[config.mk]
export PLATFORM = sky130hd
export DESIGN_NAME = radius_attribute_parser_top
export DESIGN_NICKNAME = d
export VERILOG_FILES = /design/src/hdl/rap_pkg.sv /design/src/hdl/radius_attribute_parser_top.sv
export SDC_FILE = /design/constraint.sdc
export NUM_CORES = 1
export LEC_CHECK = 0
export ABC_CLOCK_PERIOD_IN_PS = 9700
export BUFFER_PORTS_ARGS = -buffer_cell sky130_fd_sc_hd__buf_2
export CORE_MARGIN = 5
export CORE_UTILIZATION = 49
export CTS_CLUSTER_SIZE = 40
export DETAILED_ROUTE_END_ITERATION = 8
export PLACE_DENSITY = 0.7
export SLEW_MARGIN = 15
export SYNTH_ARGS = -nofsm -noshare
export SYNTH_HDL_FRONTEND = slang
export SYNTH_SLANG_ARGS = --single-unit
[constraint.sdc]
create_clock -name clk -period 9.7 [get_ports clk]
set_input_delay 1.455 -clock clk [delete_from_list [all_inputs] [get_ports clk]]
set_output_delay 1.455 -clock clk [all_outputs]
set_load 0.01 [all_outputs]
[src/hdl/rap_pkg.sv]
// ----------------------------------------------------------------------------
// rap_pkg
// Shared constants and types of the RADIUS attribute parser.
// ----------------------------------------------------------------------------
package rap_pkg;

    localparam int MAX_PACKET_BYTES = 4096;

    // byte position counter, holds MAX_PACKET_BYTES itself
    localparam int POS_W = $clog2(MAX_PACKET_BYTES + 1);
    // attribute / sub-attribute end positions
    localparam int AW    = $clog2(MAX_PACKET_BYTES + 512);
    // compare width covering positions and the 16-bit length field
    localparam int CW    = 18;

    localparam int HEADER_BYTES = 20;
    localparam int VSA_MIN_LEN  = 8;

    localparam logic [7:0] ATTR_VENDOR   = 8'd26;
    localparam logic [7:0] ATTR_EAP_MSG  = 8'd79;
    localparam logic [7:0] ATTR_MSG_AUTH = 8'd80;
    localparam logic [7:0] CODE_ACCEPT   = 8'd2;
    localparam logic [7:0] CODE_REJECT   = 8'd3;

    localparam logic [7:0] REG_CHECK_ENABLE   = 8'd0;
    localparam logic [7:0] REG_TARGET_CODE    = 8'd1;
    localparam logic [7:0] REG_VENDOR_ID      = 8'd2;
    localparam logic [7:0] REG_VENDOR_SUBTYPE = 8'd3;

    typedef enum logic [2:0] {
        ST_OK          = 3'd0,
        ST_SHORT_PKT   = 3'd1,
        ST_LEN_EXCEEDS = 3'd2,
        ST_TRUNC_HDR   = 3'd3,
        ST_ATTR_SHORT  = 3'd4,
        ST_VSA_SHORT   = 3'd5
    } status_t;

    typedef enum logic [1:0] {
        VS_IDLE = 2'd0,
        VS_ID   = 2'd1,
        VS_SUB  = 2'd2
    } vstage_t;

    // last field in the lowest bits
    typedef struct packed {
        logic        is_auth_end;
        logic        is_eap;
        logic [7:0]  value_length;
        logic [15:0] value_offset;
        logic        found;
        logic [14:0] attr_count;
        logic [15:0] packet_length;
        logic [7:0]  packet_id;
        logic [7:0]  packet_code;
        logic [2:0]  status;
    } result_t;

    localparam int RES_W   = $bits(result_t);
    localparam int TDATA_W = ((RES_W + 7) / 8) * 8;

endpackage

[src/hdl/radius_attribute_parser_top.sv]
// ----------------------------------------------------------------------------
// radius_attribute_parser_top
// Streams one RADIUS packet per frame and reports header, attribute count,
// status and the location of the configured attribute value.
// ----------------------------------------------------------------------------
// channel   dir  transfer when             payload
// s_axis    in   s_tvalid & s_tready       tdata = data_byte, tlast = last_byte
// m_axis    out  m_tvalid & m_tready       tdata = result fields
// cfg       in   cfg_valid & cfg_ready     cfg_index, cfg_data
//
// One byte per cycle; each byte updates the parse state in the cycle it is
// taken. The result of a frame is registered when its tlast byte is taken.
// A held result stalls the input only when m_tready is low at the same time.
// Reset restores register defaults and clears the parse state; no clear pass.
// ----------------------------------------------------------------------------
module radius_attribute_parser_top
(
    input  logic                          clk,
    input  logic                          rst_n,
    input  logic                          s_tvalid,
    output logic                          s_tready,
    input  logic [7:0]                    s_tdata,   // data_byte
    input  logic                          s_tlast,   // last_byte
    output logic                          m_tvalid,
    input  logic                          m_tready,
    // status[2:0] packet_code[10:3] packet_id[18:11] packet_length[34:19]
    // attr_count[49:35] found[50] value_offset[66:51] value_length[74:67]
    // is_eap[75] is_auth_end[76]
    output logic [rap_pkg::TDATA_W-1:0]   m_tdata,
    input  logic                          cfg_valid,
    output logic                          cfg_ready,
    input  logic [7:0]                    cfg_index,
    input  logic [31:0]                   cfg_data
);
    import rap_pkg::*;

    // configuration
    logic        check_en_reg;
    logic [7:0]  target_code_reg;
    logic [31:0] vendor_id_reg;
    logic [8:0]  vendor_sub_reg;

    // parse state
    logic [POS_W-1:0] pos_reg, pos_next;
    logic [15:0]      decl_len_reg, decl_len_next;
    logic [7:0]       hcode_reg, hcode_next;
    logic [7:0]       hid_reg, hid_next;
    logic [AW-1:0]    next_attr_reg, next_attr_next;
    logic [7:0]       cur_type_reg, cur_type_next;
    logic [7:0]       cur_len_reg, cur_len_next;
    logic [31:0]      vacc_reg, vacc_next;
    logic [AW-1:0]    next_sub_reg, next_sub_next;
    logic [2:0]       walk_err_reg, walk_err_next;
    logic             match_done_reg, match_done_next;
    logic [15:0]      match_off_reg, match_off_next;
    logic [7:0]       match_len_reg, match_len_next;
    logic [1:0]       seen_reg, seen_next;
    logic [14:0]      cnt_reg, cnt_next;
    logic             live_reg, live_next;
    logic             open_reg, open_next;
    logic [POS_W-1:0] base_reg, base_next;
    vstage_t          vstage_reg, vstage_next;
    logic [7:0]       sub_type_reg, sub_type_next;

    logic             out_valid_reg;
    result_t          out_data_reg;
    result_t          res;

    logic             take;
    logic [CW-1:0]    b_c, decl_c, attr_end_c, sub_end_c, nxt_c;
    logic [POS_W-1:0] off;
    logic [31:0]      vacc_sh;
    logic             do_match;
    logic [AW-1:0]    m_pos;
    logic [7:0]       m_len;
    logic [AW-1:0]    m_pos2;
    status_t          status;
    logic             found;

    assign cfg_ready = 1'b1;
    assign s_tready  = !out_valid_reg || m_tready;
    assign take      = s_tvalid && s_tready;
    assign m_tvalid  = out_valid_reg;
    assign m_tdata   = {{(TDATA_W - RES_W){1'b0}}, out_data_reg};

    always_comb
    begin
        pos_next        = pos_reg;
        decl_len_next   = decl_len_reg;
        hcode_next      = hcode_reg;
        hid_next        = hid_reg;
        next_attr_next  = next_attr_reg;
        cur_type_next   = cur_type_reg;
        cur_len_next    = cur_len_reg;
        vacc_next       = vacc_reg;
        next_sub_next   = next_sub_reg;
        walk_err_next   = walk_err_reg;
        match_done_next = match_done_reg;
        match_off_next  = match_off_reg;
        match_len_next  = match_len_reg;
        seen_next       = seen_reg;
        cnt_next        = cnt_reg;
        live_next       = live_reg;
        open_next       = open_reg;
        base_next       = base_reg;
        vstage_next     = vstage_reg;
        sub_type_next   = sub_type_reg;
        do_match        = 1'b0;
        m_pos           = '0;
        m_len           = '0;

        b_c        = CW'(pos_reg);
        decl_c     = CW'(decl_len_reg);
        off        = pos_reg - base_reg;
        vacc_sh    = {vacc_reg[23:0], s_tdata};
        attr_end_c = CW'(base_reg) + CW'(cur_len_reg);
        sub_end_c  = CW'(next_sub_reg) + CW'(1);
        nxt_c      = CW'(next_sub_reg) + CW'(s_tdata);

        if (pos_reg < POS_W'(MAX_PACKET_BYTES))
        begin
            pos_next = pos_reg + POS_W'(1);
            case (pos_reg)
                POS_W'(0): hcode_next = s_tdata;
                POS_W'(1): hid_next = s_tdata;
                POS_W'(2): decl_len_next = {s_tdata, decl_len_reg[7:0]};
                POS_W'(3): decl_len_next = {decl_len_reg[15:8], s_tdata};
                default: ;
            endcase

            decl_c = CW'(decl_len_next);
            if (live_reg && pos_reg >= POS_W'(HEADER_BYTES))
            begin
                if (CW'(next_attr_reg) == b_c)
                begin
                    open_next   = 1'b0;
                    vstage_next = VS_IDLE;
                    if (b_c >= decl_c)
                    begin
                        live_next = 1'b0;
                    end
                    else if (b_c + CW'(1) >= decl_c)
                    begin
                        if (walk_err_reg == 3'd0)
                            walk_err_next = ST_TRUNC_HDR;
                        live_next = 1'b0;
                    end
                    else
                    begin
                        open_next     = 1'b1;
                        base_next     = pos_reg;
                        cur_type_next = s_tdata;
                    end
                end
                else if (open_reg && off == POS_W'(1))
                begin
                    cur_len_next = s_tdata;
                    if (s_tdata < 8'd2)
                    begin
                        if (walk_err_reg == 3'd0)
                            walk_err_next = ST_ATTR_SHORT;
                        live_next = 1'b0;
                        open_next = 1'b0;
                    end
                    else
                    begin
                        if (cur_type_reg == ATTR_VENDOR && s_tdata < 8'(VSA_MIN_LEN)
                            && walk_err_reg == 3'd0)
                            walk_err_next = ST_VSA_SHORT;
                        if (CW'(base_reg) + CW'(s_tdata) > decl_c)
                        begin
                            live_next = 1'b0;
                            open_next = 1'b0;
                        end
                        else
                        begin
                            if (cnt_reg != 15'h7FFF)
                                cnt_next = cnt_reg + 15'd1;
                            next_attr_next = AW'(base_reg) + AW'(s_tdata);
                            if (cur_type_reg == ATTR_EAP_MSG)
                                seen_next[0] = 1'b1;
                            if (cur_type_reg == ATTR_MSG_AUTH)
                                seen_next[1] = 1'b1;
                            if (!match_done_reg && cur_type_reg == target_code_reg)
                            begin
                                if (cur_type_reg != ATTR_VENDOR)
                                begin
                                    do_match = 1'b1;
                                    m_pos    = AW'(base_reg);
                                    m_len    = s_tdata;
                                end
                                else if (s_tdata > 8'(VSA_MIN_LEN))
                                begin
                                    vstage_next = VS_ID;
                                    vacc_next   = '0;
                                end
                            end
                        end
                    end
                end
                else if (open_reg && off >= POS_W'(2))
                begin
                    case (vstage_reg)
                        VS_ID:
                        begin
                            vacc_next = vacc_sh;
                            if (off == POS_W'(5))
                            begin
                                if (vacc_sh == vendor_id_reg)
                                begin
                                    vstage_next   = VS_SUB;
                                    next_sub_next = AW'(base_reg) + AW'(6);
                                end
                                else
                                begin
                                    vstage_next = VS_IDLE;
                                end
                            end
                        end
                        VS_SUB:
                        begin
                            if (b_c == CW'(next_sub_reg))
                            begin
                                if (b_c + CW'(1) >= attr_end_c)
                                begin
                                    do_match = 1'b1;
                                    m_pos    = AW'(base_reg);
                                    m_len    = cur_len_reg;
                                end
                                else
                                begin
                                    sub_type_next = s_tdata;
                                end
                            end
                            else if (b_c == sub_end_c)
                            begin
                                if ({1'b0, sub_type_reg} == vendor_sub_reg)
                                begin
                                    do_match = 1'b1;
                                    m_pos    = next_sub_reg;
                                    m_len    = s_tdata;
                                end
                                else if (s_tdata < 8'd2 || nxt_c >= attr_end_c)
                                begin
                                    do_match = 1'b1;
                                    m_pos    = AW'(base_reg);
                                    m_len    = cur_len_reg;
                                end
                                else
                                begin
                                    next_sub_next = AW'(nxt_c);
                                end
                            end
                        end
                        default: ;
                    endcase
                end
            end
        end

        m_pos2 = m_pos + AW'(2);
        if (do_match)
        begin
            match_done_next = 1'b1;
            match_off_next  = 16'(m_pos2);
            match_len_next  = (m_len > 8'd2) ? m_len - 8'd2 : 8'd0;
            vstage_next     = VS_IDLE;
        end
    end

    always_comb
    begin
        if (pos_next < POS_W'(HEADER_BYTES))
            status = ST_SHORT_PKT;
        else if (CW'(decl_len_next) > CW'(pos_next))
            status = ST_LEN_EXCEEDS;
        else if (check_en_reg && walk_err_next != 3'd0)
            status = status_t'(walk_err_next);
        else
            status = ST_OK;

        found             = match_done_next && match_len_next != 8'd0;
        res               = '0;
        res.status        = status;
        res.packet_code   = hcode_next;
        res.packet_id     = hid_next;
        res.packet_length = decl_len_next;
        if (status == ST_OK)
        begin
            res.attr_count   = cnt_next;
            res.found        = found;
            res.value_offset = found ? match_off_next : 16'd0;
            res.value_length = found ? match_len_next : 8'd0;
            res.is_eap       = (seen_next == 2'b11);
            res.is_auth_end  = (hcode_next == CODE_ACCEPT) || (hcode_next == CODE_REJECT);
        end
    end

    always_ff @(posedge clk or negedge rst_n)
    begin
        if (!rst_n)
        begin
            check_en_reg    <= 1'b1;
            target_code_reg <= 8'd80;
            vendor_id_reg   <= 32'hFFFF_FFFF;
            vendor_sub_reg  <= 9'd256;
        end
        else if (cfg_valid)
        begin
            case (cfg_index)
                REG_CHECK_ENABLE:   check_en_reg    <= cfg_data[0];
                REG_TARGET_CODE:    target_code_reg <= cfg_data[7:0];
                REG_VENDOR_ID:      vendor_id_reg   <= cfg_data;
                REG_VENDOR_SUBTYPE: vendor_sub_reg  <= cfg_data[8:0];
                default: ;
            endcase
        end
    end

    always_ff @(posedge clk or negedge rst_n)
    begin
        if (!rst_n)
        begin
            pos_reg        <= '0;
            decl_len_reg   <= '0;
            hcode_reg      <= '0;
            hid_reg        <= '0;
            next_attr_reg  <= AW'(HEADER_BYTES);
            cur_type_reg   <= '0;
            cur_len_reg    <= '0;
            vacc_reg       <= '0;
            next_sub_reg   <= '0;
            walk_err_reg   <= '0;
            match_done_reg <= 1'b0;
            match_off_reg  <= '0;
            match_len_reg  <= '0;
            seen_reg       <= '0;
            cnt_reg        <= '0;
            live_reg       <= 1'b1;
            open_reg       <= 1'b0;
            base_reg       <= '0;
            vstage_reg     <= VS_IDLE;
            sub_type_reg   <= '0;
        end
        else if (take && s_tlast)
        begin
            pos_reg        <= '0;
            decl_len_reg   <= '0;
            hcode_reg      <= '0;
            hid_reg        <= '0;
            next_attr_reg  <= AW'(HEADER_BYTES);
            cur_type_reg   <= '0;
            cur_len_reg    <= '0;
            vacc_reg       <= '0;
            next_sub_reg   <= '0;
            walk_err_reg   <= '0;
            match_done_reg <= 1'b0;
            match_off_reg  <= '0;
            match_len_reg  <= '0;
            seen_reg       <= '0;
            cnt_reg        <= '0;
            live_reg       <= 1'b1;
            open_reg       <= 1'b0;
            base_reg       <= '0;
            vstage_reg     <= VS_IDLE;
            sub_type_reg   <= '0;
        end
        else if (take)
        begin
            pos_reg        <= pos_next;
            decl_len_reg   <= decl_len_next;
            hcode_reg      <= hcode_next;
            hid_reg        <= hid_next;
            next_attr_reg  <= next_attr_next;
            cur_type_reg   <= cur_type_next;
            cur_len_reg    <= cur_len_next;
            vacc_reg       <= vacc_next;
            next_sub_reg   <= next_sub_next;
            walk_err_reg   <= walk_err_next;
            match_done_reg <= match_done_next;
            match_off_reg  <= match_off_next;
            match_len_reg  <= match_len_next;
            seen_reg       <= seen_next;
            cnt_reg        <= cnt_next;
            live_reg       <= live_next;
            open_reg       <= open_next;
            base_reg       <= base_next;
            vstage_reg     <= vstage_next;
            sub_type_reg   <= sub_type_next;
        end
    end

    always_ff @(posedge clk or negedge rst_n)
    begin
        if (!rst_n)
        begin
            out_valid_reg <= 1'b0;
        end
        else if (take && s_tlast)
        begin
            out_valid_reg <= 1'b1;
        end
        else if (m_tready)
        begin
            out_valid_reg <= 1'b0;
        end
    end

    always_ff @(posedge clk)
    begin
        if (take && s_tlast)
            out_data_reg <= res;
    end

endmodule

-- Word level (Yosys, flattened, before mapping)
Cells that the tools add are included.
- register bits after elaboration: 309
- bits in latches: 0
- memory bits (writable): 0
- memory bits (read-only): 0
- bits of input ports: 54
- logic and storage cells: 368
- memories kept: 0
- $add $sub $neg: 12
- multipliers: 0
- divide/modulo/power cells: 0
- magnitude comparators: 14
- equal/unequal tests: 48
- shifts and indexed selects: 0
- multiplexer cells: 205
- bitwise operators: 0
- reduce and logical (&&, ||, !) cells: 54
- operators with widths (cell ; number):
    $mux W13 ; 46
    $mux W8 ; 50
    $mux W24 ; 13
    $mux W15 ; 9
    $mux W16 ; 7
    $mux W2 ; 24
    $mux W3 ; 15
    $add A13 B8 Y14 ; 3
    $mux W1 ; 39
    $eq A32 B32 Y1 ; 1
    $eq A8 B2 Y1 const B ; 4
    $pmux W16 S2 ; 1
    $add A13 B1 Y14 const B ; 2
    $ge A14 B14 Y1 ; 2
    $eq A13 B1 Y1 const B ; 2
    $eq A13 B13 Y1 ; 2
    $eq A13 B2 Y1 const B ; 2
    $pmux W13 S2 ; 1
    $reduce_and A11 Y1 ; 2
    $reduce_bool A3 Y1 ; 7
    $ge A18 B16 Y1 ; 1
    $ne A3 B3 Y1 const B ; 6
    $reduce_bool A2 Y1 ; 9
    $eq A8 B7 Y1 const B ; 2
    49 further kinds ; 83

-- Logic depth before layout (Yosys ltp)
- depth after elaboration: 19
- depth in mapped cells: 31
- depth with buffers taken out: 30

-- Worst setup path after synthesis
Ideal clock, no wire load.
- path type: input -> register
- start: input port s_tdata[1]
- end: register out_data_reg, in the netlist m_tdata[52], data pin
- library setup time: 0.261 ns
- data arrival time: 6.324 ns
- required time: 9.439 ns
- setup slack: 3.115 ns
- stages on the path: 29
- cells stage by stage: ha_1 > a21o_1 > a21oi_1 > o21bai_1 > a21oi_1 > o21bai_1 > a21oi_1 > nor2b_1 > o21ai_0 > or2_2 > xnor2_1 > ha_1 > and4_1 > a21oi_1 > o211ai_1 > a21oi_2 > o31ai_2 > and2_1 > a22o_2 > inv_2 > ha_1 > inv_1 > a211oi_1 > and3_1 > a211o_1 > a41oi_2 > nor3_4 > buf_8 > nor3_2
- longest elaborated chain between the ends: 19
- elaborated cells on any way between the ends: 77
- ends and longest elaborated chain (item ; RTL line ; source):
    from (decl) ; radius_attribute_parser_top.sv:22 ; input logic [7:0] s_tdata,
    $add A13 B8 Y14 ; radius_attribute_parser_top.sv:118 ; nxt_c = CW'(next_sub_reg) + CW'(s_tdata);
    $ge A14 B14 Y1 ; radius_attribute_parser_top.sv:243 ; else if (s_tdata < 8'd2 || nxt_c >= attr_end_c)
    $logic_or A1 B1 Y1 ; radius_attribute_parser_top.sv:243 ;
    $mux W8 ; radius_attribute_parser_top.sv:243 ;
    $mux W8 ; radius_attribute_parser_top.sv:237 ; if ({1'b0, sub_type_reg} == vendor_sub_reg)
    $mux W8 ; radius_attribute_parser_top.sv:235 ; else if (b_c == sub_end_c)
    $mux W8 ; radius_attribute_parser_top.sv:222 ; if (b_c == CW'(next_sub_reg))
    $mux W8 ; radius_attribute_parser_top.sv:203 ; case (vstage_reg)
    [... 3 more ...] ; -- ;
    $mux W8 ; radius_attribute_parser_top.sv:132 ; if (live_reg && pos_reg >= POS_W'(HEADER_BYTES))
    $mux W8 ; radius_attribute_parser_top.sv:120 ; if (pos_reg < POS_W'(MAX_PACKET_BYTES))
    $sub A8 B2 Y8 or $gt A8 B2 Y1 (tied branches) ; radius_attribute_parser_top.sv:266 ; match_len_next = (m_len > 8'd2) ? m_len - 8'd2 : 8'd0;
    $mux W8 ; radius_attribute_parser_top.sv:266 ;
    $mux W8 ; radius_attribute_parser_top.sv:262 ; if (do_match)
    $reduce_bool A8 Y1 ; radius_attribute_parser_top.sv:282 ; found = match_done_next && match_len_next != 8'd0;
    $logic_and A1 B1 Y1 ; radius_attribute_parser_top.sv:282 ;
    $reduce_and A2 Y1 (no source line) ; -- ;
    to (signal assigned) ; radius_attribute_parser_top.sv:412 ; out_data_reg <= res;
    to (decl) ; radius_attribute_parser_top.sv:66 ; result_t out_data_reg;
Several ways; a longest one is shown, not always the timed one. The select of a mux whose other input is x is not followed.
A chain may end at the register's enable or synchronous reset.

-- Worst setup path in the final report
- start: input port s_tdata[1]
- end: register out_data_reg, in the netlist m_tdata[55], data pin
Same word-level chain as after synthesis.

==> reports/results.tsv <==
metric	value	unit
outcome	finished clean	
DIE AREA	0.0455	sq mm
Core Rows	74	
maximum operating frequency	0.128	GHz
combinational share of power	23.3	%
Die Span Y	213	um
crit start category	primary input	
WL/cell	22.9	um
slowest CP cell	nor3_4	
CTS buffer count	35	
Reg2Reg Depth	29	
# Post-CTS Setup Buffers	0	
PwrDens	168	mW/mm^2
internal cell power	2570	uW
CTS tree	built	
core area	0.0409	sq mm
Worst Hold Depth	2	
total number of vias	17000	
PostCTS Resize Cnt	0	
share of cells above drive strength 1	17.3	%
Final #Nets	2402	
period utilization	80.7	%
final weighted congestion in routability-driven placement	0.974	
CP top delay family	compound AO/OA/AOI/OAI gates	
Synth area leaders	dfrtp_1, edfxtp_1, ha_1	
initial antenna violation count	1	
Yosys Warn Count	0	
Worst Path Required	9.96	ns
crit end category	register	
critical path class	primary input to register	
Antenna Cells	0	
max reg flops	77	
commonest register cell after synthesis	dfrtp_1	
ys async rst share	75.1	%
RSZ-0062 raised after global routing	false	
Post-CTS Hold Buffers	0	
DP HPWL	46.1	mm
post-synthesis average cell area	9.51	sq um
Max Slew Vio Count	0	
Sum Neg Setup Slack	0	ns
Peak supply drop	0.145	mV
H-tree Lvls	2	
GRT overflow	0	
Final min period	7.82	ns
DRT Pass-1 Iters	6	
clock skew	0.0262	ns
clock tree buffer depth	3	
final WL	63.5	mm
top cell type's share of synthesized area	23.8	%
Gate Count Post-Synth	2132	
Worst path depth	29	
overall power	3770	uW
Tot GR Track Use	27.5	%
synthesis-stage register bit count	309	
Synth Cell Area	0.0203	sq mm
FF-to-FF setup slack	1.90	ns
distinct cell type count after synthesis	109	
ports placed on the boundary	137	
Layout Utilization	55.0	%
Clock Latency Late Sink	0.54	ns
Sw Ratio	32.0	%
P_leak	0.0101	uW
most frequent CP cell	a21oi_1	
Area Overhead vs Synth	11.0	%
P_sw	1210	uW
register area share after synthesis	40.3	%
Critical Path AT	8.08	ns
Setup violations, final	0	
number of port buffers	132	
clock slew at reported path FFs	0.06	ns
sequential power share	40.8	%
Post-synth EDFFs	77	
vias in the first global route	16900	
1st-iter DRT viols	1597	
max capacitance violation total	0	
Synth area leader	dfrtp_1	
Least-Margin Pin Slew	1.08	ns
width of the die	213	um
Root Buffer	clkbuf_16	
Critical Path Fanout Max	17	
Remaining DRCs	0	
hold crit path type	register to register	
clock power share	35.8	%
CP max stage delay	0.71	ns
Slew headroom	27.2	%
Starting Density	49.5	%
DRT antenna net count	0	
crit path buf inv count	3	
CTS sink count	309	
Avg Vias per Cell	6.13	
largest net degree at the start of global routing	123	
final-report hold violation count	0	
global-route wire length before repair	97.9	mm
## path summary, 6_finish.rpt
| path | startpoint | to |
|---|---|---|
| max reg2reg | base_reg[1] | m_tdata[55] |
| min | decl_len_reg[7] | decl_len_reg[7] |
| min in group asynchronous | rst_n | sub_type_reg[4] |
| min reg2reg | decl_len_reg[7] | decl_len_reg[7] |
| max in group asynchronous | rst_n | pos_reg[2] |
| max | s_tdata[1] | m_tdata[55] |
## metal layers
metal,GRT usage [%],up-vias,routed length (um)
met4,8.42,0,2000
met3,3.86,128,4290
met2,46.0,608,30200
li1,-,7891,-
met1,37.6,8385,27000
met5,0,-,0
## synth_stat cells (all sizes together), types with 10 or more instances
cell	number
mux2	62
a22oi	20
o21a	15
a21o	25
and4	10
dfrtp	193
nor3b	12
nor3	45
o31ai	25
mux2i	31
nor2b	19
and3	33
buf	40
a22o	34
o21bai	14
nand2	235
o21ai	173
nand4	26
inv	81
edfxtp	77
a32oi	10
nand3	53
and2	22
a211oi	20
or3	14
xor2	89
dfstp	39
clkbuf	81
ha	127
xnor2	67
nor4	26
nand2b	20
a21oi	113
nor2	143
## final cells by class
cell class	instances	area, sq um
multi-input cells	1621	11300
flip-flops and latches	309	8170
clock buffers	49	990
fillers	3675	18400
clock inverters	15	178
well taps	532	666
inverters	83	314
repair buffers	167	946
## metrics by stage
stage	instances	cell area [sq um]	hold WS [ns]	setup WS (ns)
final	2776	22500	0.480	1.88
after global routing	2776	22500	0.502	1.29
after floorplan	2134	20300	0.438	3.11
after CTS	2776	22500	0.478	2.00
after global placement	2712	21300	0.451	1.74
after detailed placement	2712	21300	0.465	1.52
## worst reg2reg max path: cells and delay by family, from the launching register on
kind	cells	cell delay [ns]
xor+xnor	1	0.28
flops	1	0.35
buf+inv	3	0.32
simple gates	6	1.53
fa+ha+maj	3	0.80
compound gates	16	4.25
## cells in the final DEF, fill, tap and decap left out, types with 12 or more instances in the layout
cell / n
nand2_1: 233
dfrtp_1: 193
o21ai_0: 168
nor2_1: 142
buf_2: 131
ha_1: 127
a21oi_1: 111
xor2_1: 89
inv_1: 80
edfxtp_1: 77
xnor2_1: 66
mux2_2: 62
nand3_1: 51
dfstp_2: 39
clkbuf_16: 36
nor3_1: 34
buf_4: 34
a22o_1: 32
and3_1: 32
mux2i_1: 31
nand4_1: 25
a21o_1: 24
o31ai_1: 24
nor4_1: 23
and2_1: 22
nand2b_1: 20
a22oi_1: 20
nor2b_1: 19
a211oi_1: 17
o21a_1: 15
o21bai_1: 13
or3_1: 13
nor3b_1: 12
## power groups by stage
stage / Sequential [uW] / Clock [uW] / Combinational [uW]
3_5_place_dp: 1560 / 0 / 868
5_1_grt: 1550 / 1430 / 970
2_1_floorplan: 1540 / 0 / 581
4_1_cts: 1540 / 1380 / 874
3_3_place_gp: 1560 / 0 / 851
6_report: 1540 / 1350 / 881
## cell families (layout without fill, tap and decap cells)
| group | count (synthesis) | in the layout | synth area share (%) |
|---|---|---|---|
| AND/OR/NAND/NOR | 690 | 690 | 17.2 |
| flip-flops | 309 | 309 | 40.3 |
| XOR/XNOR | 156 | 156 | 6.78 |
| AO/OA/AOI/OAI | 546 | 546 | 18.1 |
| other | 2 | 4 | 0.0370 |
| buffers and inverters | 204 | 314 | 4.29 |
| adder cells (fa/ha/maj) | 132 | 132 | 8.29 |
| multiplexers | 93 | 93 | 4.97 |
(Power assumes the default switching activity.)
